File: src/rtl/gpd_fifo.sv
// Small register-based FIFO used for the job queue and the result queue.
`timescale 1ns / 1ps

module gpd_fifo #(
	parameter int WIDTH = 8,
	parameter int DEPTH = 4
) (
	input  logic                       clk,
	input  logic                       arst_n,
	input  logic                       push,
	input  logic [WIDTH-1:0]           wdata,
	output logic                       full,
	input  logic                       pop,
	output logic [WIDTH-1:0]           rdata,
	output logic                       empty,
	output logic [$clog2(DEPTH+1)-1:0] level
);

	localparam int AW = $clog2(DEPTH);
	localparam int LW = $clog2(DEPTH+1);

	logic [WIDTH-1:0] mem_q [DEPTH];
	logic [AW-1:0]    wr_ptr_q;
	logic [AW-1:0]    rd_ptr_q;
	logic [LW-1:0]    level_q;
	logic             do_push;
	logic             do_pop;

	assign full    = (level_q == LW'(DEPTH));
	assign empty   = (level_q == '0);
	assign level   = level_q;
	assign rdata   = mem_q[rd_ptr_q];
	assign do_push = push && !full;
	assign do_pop  = pop && !empty;

	always_ff @(posedge clk) begin
		if (do_push) begin
			mem_q[wr_ptr_q] <= wdata;
		end
	end

	always_ff @(posedge clk or negedge arst_n) begin
		if (!arst_n) begin
			wr_ptr_q <= '0;
			rd_ptr_q <= '0;
			level_q  <= '0;
		end else begin
			if (do_push) begin
				wr_ptr_q <= wr_ptr_q + 1'b1;
			end
			if (do_pop) begin
				rd_ptr_q <= rd_ptr_q + 1'b1;
			end
			case ({do_push, do_pop})
				2'b10:   level_q <= level_q + 1'b1;
				2'b01:   level_q <= level_q - 1'b1;
				default: level_q <= level_q;
			endcase
		end
	end

endmodule

File: config.mk
export PLATFORM = sky130hd
export DESIGN_NAME = gpd_fifo
export DESIGN_NICKNAME = d
export VERILOG_FILES = /design/src/rtl/gpd_fifo.sv
export SDC_FILE = /design/constraint.sdc
export NUM_CORES = 1
export LEC_CHECK = 0
export ABC_AREA = 1
export BUFFER_PORTS_ARGS = -buffer_cell sky130_fd_sc_hd__buf_2
export CORE_MARGIN = 2
export CORE_UTILIZATION = 41
export CTS_CLUSTER_SIZE = 20
export DETAILED_ROUTE_END_ITERATION = 10
export SETUP_SLACK_MARGIN = 0.1
export SYNTH_ARGS = -nofsm -noshare
export SYNTH_HDL_FRONTEND = slang
export SYNTH_SLANG_ARGS = --single-unit
File: constraint.sdc
create_clock -name clk -period 1.7 [get_ports clk]
set_clock_uncertainty 0.2 [all_clocks]
set_input_delay 0.085 -clock clk [delete_from_list [all_inputs] [get_ports clk]]
set_output_delay 0.085 -clock clk [all_outputs]
set_load 0.01 [all_outputs]
==> impl_results.md <==
- Max Cap Viol: 0
- Total global-route track usage: 0.157
- Share of the synthesized area in the top cell type: 0.549
- Share of cells above drive strength 1: 0.413
- Area of the multi-input gates: 539 µm²
- First-pass GRT wire length: 5930 µm
- Critical path arrival: approximately 1.7 ns
- Peak supply drop: 0.816 mV
- Minimum hold slack: 0.0477 ns
- Slew Viols, Final: 0
- Synth cell types: 18
- Worst skew pair latency: a little under 0.3 ns
- Final non-filler cell total: 273
- DR iter-0 viols: 66
- Final instance area: 0.00255 mm²
- Largest buffer count on any clock path: 2
- Slowest cell on crit path: dfrtp_1
- Area grow syn2layout: 45.6%
- Avg Cell Area, Syn: 11.4 µm²
- Critical Path Stages: 10
- Clock sink total: 39
- Cell count after synthesis: 154
- N_diodes: 0
- Ys flop type: edfxtp_1
- Fin Setup TNS: -0.108 ns
- Register bit total from synthesis: 39
- Worst EP required: about 1.7 ns
- Slew margin rel.: 0.755
- RD Place Congestion: 0.712
- Avg WL per Cell: 13.1 µm
- GRT overflow: 0
- Crit share post-route: 1.03
- Post-synth EDFFs: 32
- Critical Path, Cell by Cell: inv_2, nand3_4, nand2_4, ha_4, inv_4, fa_2, inv_1, nand2_2, nand4_1, nand2_1
- Reg2reg path depth: 10
- Final setup fails: 3
- Power Total: 4.38 mW
- Num rows: 23
- Synth async-reset ratio: 0.179
- Area leader, netlist: edfxtp_1
- Post-DP HPWL: around 2300 µm
- Worst reg2reg setup slack: -0.05 ns
- Final ANT Viol Nets: 0
- CTS tree: built
- Pin count of the biggest net entering global routing: 18
- Drt pass-1 iters: 4
- CP peak stage delay: 0.40 ns
- Seq. cell area: ~0.0011 mm²
- CTS buffer count: 5
- Number of global-route vias before repair: 1312
- Sequential fraction of the synthesis area: 0.649
- Crit path kind: flop to flop
- Dpl ws: -0.0567 ns
- Pwr dens: 1720 mW/mm²
- Fillers: 310
- DP Area: 0.00205 mm²
- H-tree Lvls: 2
- Hold crit path type: input port to flop
- Root buffer cell: clkbuf_8
- Fin util: 0.629
- Status: finished, violations left
- Worst slew pin tran: 0.366 ns
- Placed instance count: 242
- Die width: 69.4 µm
- Final min period: 1.75 ns
- Family with the most delay on the worst path: adder cells
- NumNets Final: 240
- Critical Path Start Type: flop
- Maximum clock frequency: 572 MHz
- Ys Warns: 0
- Vias/cell: 4.69
- # IOs: 25
- # DRC: 0
- Final worst setup slack: -0.0478 ns
- CP endpoint kind: flop
- Clock transition at path regs: 0.08 ns
- Count leader, synth: nand2_1
- Synthesized area: 0.00175 mm²
- Hold violation count in the final report: 0
- Syn_nets: 172
- Core Area: a little over 0.004 mm²
- Ranking of synthesized cells by area: edfxtp_1 (55%), dfrtp_1 (10%), nand2_1 (8.6%)
- Die ar.: 0.00481 mm²
- Port Buf Inserts: 24
- Hold depth: 4
- Via count: between 1000 and 1500
- Worst Path Max Fanout: 3
- Initial antenna violation count: 0
- Initial Util: 0.432
- Routed wire length: 3560 µm
- Violated checks: setup timing
- Buf+Inv Stages, Crit Path: 3
- Top post-synthesis cells by count: nand2_1 (40), edfxtp_1 (32), inv_1 (32), o211ai_1 (16), dfrtp_1 (7)
- Die height: 69.4 µm
- P_leak: 1.15 nW
- RSZ-0062 raised after global routing: true
[metal layers]
metal  share of wire  vias up  GRT usage
met5               0        -          0
met4          0.0076        0     0.0458
met3           0.031        4     0.0480
met2            0.54       21      0.269
met1            0.43      616      0.192
li1                -      639          -
[cell families after synthesis]
| kind of cell | synth area share |
|---|---|
| xor+xnor | 0.00500 |
| buf+inv | 0.0979 |
| compound gates | 0.0714 |
| fa+ha+maj | 0.0471 |
| flops | 0.649 |
| simple gates | 0.130 |
[timing repair]
item                       4_1_cts  5_1_grt
cloned                           0        3
buffers inserted                 6        3
pin swaps                        5       12
hold endpoints to repair        43        0
gates resized for setup         17       23
setup endpoints to repair       42       44
hold buffers                    12        0
[worst min-delay path, cell delays in order]
cell	delay, ns
buf_2	0.12
nand2_4	0.08
ha_4	0.15
xnor2_1	0.06
[final cells by class]
class	count	share of cell area
inverter	34	0.0530
sequential	39	0.446
timing repair buffer	65	0.220
multi-input combinational	77	0.211
clock inverter	3	0.0181
tap	50	0.0245
clock buffer	5	0.0270
[layout by cell type (no fill, tap or decap), types with 5 or more instances in the layout]
master         netlist  routed
edfxtp_1            32      32
inv_1               32      27
nand2_1             40      27
buf_2                0      24
o211ai_1            16      16
buf_4                1      16
dlygate4sd3_1        0      12
nand2_2              0      10
buf_6                2       8
nand3_1              5       5
clkbuf_8             1       5
dfrtp_1              7       5
[sequential cells by signal (all words and copies together) (netlist names)]
name,count
level,3
mem_q,32
rd_ptr_q,2
wr_ptr_q,2
[path summary, 6_finish.rpt]
path	to	startpoint
max	level[2]	level[1]
min	level[0]	push
max reg2reg	level[2]	level[1]
min reg2reg	wr_ptr_q[1]	wr_ptr_q[1]
max in group asynchronous	level[2]	arst_n
min in group asynchronous	rd_ptr_q[0]	arst_n
[where the power goes]
group	total, mW	internal [mW]	switching, mW	leakage (nW)
logic	2.18	1.08	1.11	0.724
registers	1.42	1.29	0.127	0.375
clock network	0.784	0.442	0.342	0.0548
total	4.38	2.81	1.57	1.15
(Power assumes the default switching activity.)
