<file path="src/rtl/gpd_pkg.sv">
// Shared types and constants of the grid peak detector.
`timescale 1ns / 1ps

package gpd_pkg;

	// Configuration port
	localparam int CFG_W     = 11;
	localparam int CFG_IDX_W = 1;
	localparam logic [CFG_IDX_W-1:0] REG_GRID_ROWS = 1'd0;
	localparam logic [CFG_IDX_W-1:0] REG_GRID_COLS = 1'd1;

	// Input item codes
	localparam logic OP_SAMPLE = 1'b0;
	localparam logic OP_FLUSH  = 1'b1;

	// Result field widths
	localparam int OUT_ROW_W = 10;
	localparam int OUT_COL_W = 10;

	// Queue depths, powers of two
	localparam int JOB_DEPTH = 4;
	localparam int RES_DEPTH = 4;

	// Classification of one center, handed from the front to the back.
	typedef struct packed {
		logic                 is_sample;
		logic                 check;
		logic                 up_ok;
		logic                 down_ok;
		logic                 left_ok;
		logic                 right_ok;
		logic                 last;
		logic [OUT_ROW_W-1:0] row;
	} job_t;

	typedef struct packed {
		logic [OUT_ROW_W-1:0] row;
		logic [OUT_COL_W-1:0] col;
		logic                 done;
	} res_t;

endpackage

</file>
<file path="src/rtl/gpd_front.sv">
// Front end: size registers, raster counters and classification of each item.
`timescale 1ns / 1ps

module gpd_front #(
	parameter int MAX_ROWS = 1024,
	parameter int MAX_COLS = 1024,
	parameter int COL_AW   = 10,
	parameter int ROW_W    = 11
) (
	input  logic                        clk,
	input  logic                        arst_n,
	input  logic                        cfg_write,
	input  logic [gpd_pkg::CFG_IDX_W-1:0] cfg_index,
	input  logic [gpd_pkg::CFG_W-1:0]   cfg_data,
	input  logic                        push,
	input  logic                        op,
	input  logic                        job_full,
	output logic                        job_push,
	output gpd_pkg::job_t               job_flags,
	output logic [COL_AW-1:0]           job_col
);

	logic [gpd_pkg::CFG_W-1:0] grid_rows_q;
	logic [gpd_pkg::CFG_W-1:0] grid_cols_q;
	logic [ROW_W-1:0]          row_q;
	logic [COL_AW-1:0]         col_q;
	logic [COL_AW-1:0]         flush_q;

	logic [31:0]       rows_w;
	logic [31:0]       cols_w;
	logic [31:0]       row_m1_w;
	logic [ROW_W-1:0]  rows;
	logic [COL_AW:0]   cols;
	logic [COL_AW:0]   col_nxt;
	logic [COL_AW:0]   flush_nxt;
	logic [ROW_W-1:0]  row_m1;
	logic              complete;
	logic              accept;
	logic              is_sample;

	// Out-of-range sizes act as the nearest legal size.
	always_comb begin
		if (grid_rows_q == '0) begin
			rows_w = 32'd1;
		end else if ({{(32-gpd_pkg::CFG_W){1'b0}}, grid_rows_q} > 32'(MAX_ROWS)) begin
			rows_w = 32'(MAX_ROWS);
		end else begin
			rows_w = {{(32-gpd_pkg::CFG_W){1'b0}}, grid_rows_q};
		end
		if (grid_cols_q == '0) begin
			cols_w = 32'd1;
		end else if ({{(32-gpd_pkg::CFG_W){1'b0}}, grid_cols_q} > 32'(MAX_COLS)) begin
			cols_w = 32'(MAX_COLS);
		end else begin
			cols_w = {{(32-gpd_pkg::CFG_W){1'b0}}, grid_cols_q};
		end
	end

	assign rows      = rows_w[ROW_W-1:0];
	assign cols      = cols_w[COL_AW:0];
	assign complete  = (row_q >= rows);
	assign col_nxt   = {1'b0, col_q} + 1'b1;
	assign flush_nxt = {1'b0, flush_q} + 1'b1;
	assign row_m1    = row_q - 1'b1;
	assign row_m1_w  = {{(32-ROW_W){1'b0}}, row_m1};
	assign is_sample = (op == gpd_pkg::OP_SAMPLE);
	assign accept    = push && !job_full;

	// A sample counts only while the frame is open, a flush only after it is complete.
	assign job_push = accept && (is_sample ? !complete : complete);

	always_comb begin
		job_flags.is_sample = is_sample;
		job_flags.check     = is_sample ? (row_q != '0) : 1'b1;
		job_flags.up_ok     = (row_q >= ROW_W'(2));
		job_flags.down_ok   = is_sample;
		job_flags.left_ok   = is_sample ? (col_q != '0) : (flush_q != '0);
		job_flags.last      = !is_sample && (flush_nxt >= cols);
		job_flags.right_ok  = is_sample ? (col_nxt < cols) : (flush_nxt < cols);
		job_flags.row       = row_m1_w[gpd_pkg::OUT_ROW_W-1:0];
		job_col             = is_sample ? col_q : flush_q;
	end

	always_ff @(posedge clk or negedge arst_n) begin
		if (!arst_n) begin
			grid_rows_q <= gpd_pkg::CFG_W'(1);
			grid_cols_q <= gpd_pkg::CFG_W'(1);
			row_q       <= '0;
			col_q       <= '0;
			flush_q     <= '0;
		end else begin
			if (cfg_write) begin
				case (cfg_index)
					gpd_pkg::REG_GRID_ROWS: grid_rows_q <= cfg_data;
					gpd_pkg::REG_GRID_COLS: grid_cols_q <= cfg_data;
					default: ;
				endcase
			end
			if (job_push) begin
				if (is_sample) begin
					if (col_nxt >= cols) begin
						col_q <= '0;
						row_q <= row_q + 1'b1;
					end else begin
						col_q <= col_nxt[COL_AW-1:0];
					end
				end else if (flush_nxt >= cols) begin
					flush_q <= '0;
					row_q   <= '0;
					col_q   <= '0;
				end else begin
					flush_q <= flush_nxt[COL_AW-1:0];
				end
			end
		end
	end

endmodule

</file>
<file path="config.mk">
export PLATFORM = sky130hd
export DESIGN_NAME = gpd_front
export DESIGN_NICKNAME = d
export VERILOG_FILES = /design/src/rtl/gpd_pkg.sv /design/src/rtl/gpd_front.sv
export SDC_FILE = /design/constraint.sdc
export NUM_CORES = 1
export LEC_CHECK = 0
export ABC_AREA = 1
export BUFFER_PORTS_ARGS = -buffer_cell sky130_fd_sc_hd__buf_4
export CORE_ASPECT_RATIO = 1.5
export CORE_MARGIN = 4
export CORE_UTILIZATION = 40
export CTS_BUF_LIST = sky130_fd_sc_hd__clkbuf_16
export CTS_CLUSTER_DIAMETER = 100
export DETAILED_ROUTE_END_ITERATION = 16
export PLACE_DENSITY = 0.65
export SYNTH_ARGS = -nofsm -noshare
export SYNTH_HDL_FRONTEND = slang
export SYNTH_SLANG_ARGS = --single-unit
</file>
<file path="constraint.sdc">
create_clock -name clk -period 6.75 [get_ports clk]
set_clock_uncertainty 0.05 [all_clocks]
set_input_delay 1.35 -clock clk [delete_from_list [all_inputs] [get_ports clk]]
set_output_delay 1.35 -clock clk [all_outputs]
set_load 0.1 [all_outputs]
</file>
==> results.ini <==
[setup_path]
crit_slowest_cell=nor2_4
required_ns=5.35
r2r_start=col_q[0]
crit_top_cell=nor2_1
cp-end-kind=output pin
critPathMaxFanout=24
arrival_ns=3.39
path_buf_inv=3
crit_start=grid_rows_q[0]
worstPathCellList=or2_2, nor3_1, nor2_1, inv_1, nand2_1, ha_1, nand2_1, nor2_1, inv_1, nor2_1, nor2_1, nand3_2, nand2_2, nor2_4, buf_4
path_delay_family=simple AND/OR/NAND/NOR gates
slowest_delay_ns=0.46
start_kind=flop
path_class=flop to output pin
regToRegSetupSlack_ns=3.38

[routing]
firstDrtPassIters=4
finalWirelength_mm=11.1
first_iter_violations=144
drtAntennaViolNets=0
drcViolationCount=0
vias=3953
routed_via_density=5.00
wl_per_cell_um=14.1

[timing]
slew_violations=0
rsz0062_at_grt=no
tns_ns=0
hold_viol_final=0
max_freq_ghz=0.209
timing.final.crit_period_ns=4.79
finalSetupViolCount=0
worstMarginPinSlew_ns=0.702
maxSlewHeadroom=0.532
finalCritPeriodShare=0.710

[finish]
drive_above_1_share=0.103
antennaDiodeCount=0
area_growth_pct=13.3
fin_area_mm2=0.00476
nets=707

[yosys]
synth_most_common_cell=nand2_1
synth_edf_count=0
synth_common_cells=nand2_1 (184), inv_1 (84), nor2_1 (53)
synth_top_cell_by_area=dfrtp_1
syn_nets=674
ys_seq_elements=53
yosysSeqAreaShare=0.316
synthTopCellsByArea=dfrtp_1 (30%), nand2_1 (16%), ha_1 (12%), inv_1 (7.5%), o21ai_0 (6.0%)
synth_flop_cell=dfrtp_1
yosys_warnings=0
avgSynthCellArea_um2=6.84
netlist_instances=615
synth_cell_types=30
async_flop_share=1.00
synth_top_cell_area_share=0.304
netlist_area_mm2=0.00420

[floorplanning]
dieHeight_um=134
row_count=45
die_w_um=91.7
die_area_mm2=0.0122
core_area_mm2=0.0102
start_util=0.413
io_pins=46

[place]
gp_congestion=0.895
portBuffers=45
place_hpwl_mm=8.62
dpl-instance-area_mm2=0.00461

[job]
maxCapViolCount=0

[cts]
cts_max_level=2
worstSkewPairLatency_ns=0.30
cts_tree=done
cts_resized=0
clock_sinks=53
postCtsSetupBuffers=0
cts_buffers=5
clockRootBuffer=clkbuf_16
clk_pin_slew_ns=0.08
clock_path_buffers=2
hold_buffers=0

[grt]
grt_start_max_net_pins=54
grtUsageTotal=0.186
gr-total-overflow=0
grt_pass1_vias=3923
antenna_found_initial=0
grt_pass1_wl_mm=18.7

[pwr]
power_density_mw_per_mm2=420
vdd_drop_max_mv=0.483
power_leakage_nw=2.60

[min_path]
hold_path.class=flop to flop
hp-start=grid_rows_q[10]

[outcome]
status=completed

==> per-layer routing <==
| layer | up-vias | GRT usage | routed length [µm] |
|---|---|---|---|
| li1 | 2025 | - | - |
| met1 | 1794 | 0.214 | 4520 |
| met2 | 102 | 0.340 | 5730 |
| met3 | 32 | 0.0215 | 420 |
| met4 | 0 | 0.0860 | 431 |
| met5 | - | 0 | 0 |
==> layout by cell type, fill, tap and decap left out <==
master	Yosys	routed
ha_1	41	41
inv_6	0	1
clkbuf_16	0	5
or2_2	2	2
nor2_1	53	53
clkinv_4	0	1
nor2_2	2	2
buf_4	2	45
xnor2_1	2	2
nand3b_1	1	1
nor4_1	6	6
nand3_1	48	48
nand2_1	184	184
o21ai_0	50	50
nor3_1	14	14
a21o_1	1	1
inv_8	0	1
dfrtp_1	51	51
nand3_2	1	1
nand2_2	2	2
xor2_1	16	16
inv_1	84	84
nor3b_1	1	1
nor2_4	1	1
nor3_2	1	1
a21oi_1	20	20
nand2_4	2	2
and2_1	1	1
dfstp_2	2	2
nor3_4	1	1
nand4_1	9	9
==> worst paths after layout <==
kind | endpoint | cells past startpoint
worst max-delay path | job_push | 15
worst min-delay path | grid_rows_q[10] | 2
worst max register to register | row_q[4] | 18
worst min register to register | grid_rows_q[10] | 2
max in group asynchronous | flush_q[1] | 1
min in group asynchronous | col_q[2] | 1
==> where the power goes <==
part / switching, W / internal [W] / total [W]
registers: 0.0000924 / 0.000376 / 0.000468
clock network: 0.000137 / 0.000143 / 0.000280
logic: 0.000945 / 0.000309 / 0.00125
total: 0.00117 / 0.000827 / 0.00200
==> cell type report <==
type,instances,area [µm²]
multi-input combinational,459,2450
tap,141,176
sequential,53,1330
inverter,84,315
fill,1059,5430
clock inverter,3,28.8
clock buffer,5,125
timing repair buffer,45,338
==> registers in the layout (all words and copies together) (netlist names) <==
| name | cells |
|---|---|
| grid_cols_q | 11 |
| grid_rows_q | 11 |
| row_q | 11 |
| col_q | 10 |
| flush_q | 10 |
==> through the flow <==
step           power (W)  cells   util  hold WS [ns]  worst slack (ns)
4_1_cts          0.00201    790  0.467         0.451              1.95
5_1_grt          0.00214    790  0.467         0.470              1.64
3_5_place_dp     0.00172    782  0.452         0.433              2.29
6_report         0.00200    790  0.467         0.448              1.96
2_1_floorplan    0.00146    615      -         0.403              1.36
3_3_place_gp     0.00171    782  0.452         0.427              2.42
==> logic make-up (layout without fill, tap and decap cells) <==
kind of cell             after synthesis  after routing  synth area share
adder cells (fa/ha/maj)               41             41             0.122
buffers and inverters                103            137             0.101
flip-flops                            53             53             0.316
AND/OR/NAND/NOR                      329            329             0.338
AO/OA/AOI/OAI                         71             71            0.0851
XOR/XNOR                              18             18            0.0375
==> worst min-delay path, cell delays in order (launching register included) <==
cell and delay [ns]:
dfrtp_1 0.35, nand2_1 0.05, o21ai_0 0.07
(Power assumes the default switching activity.)
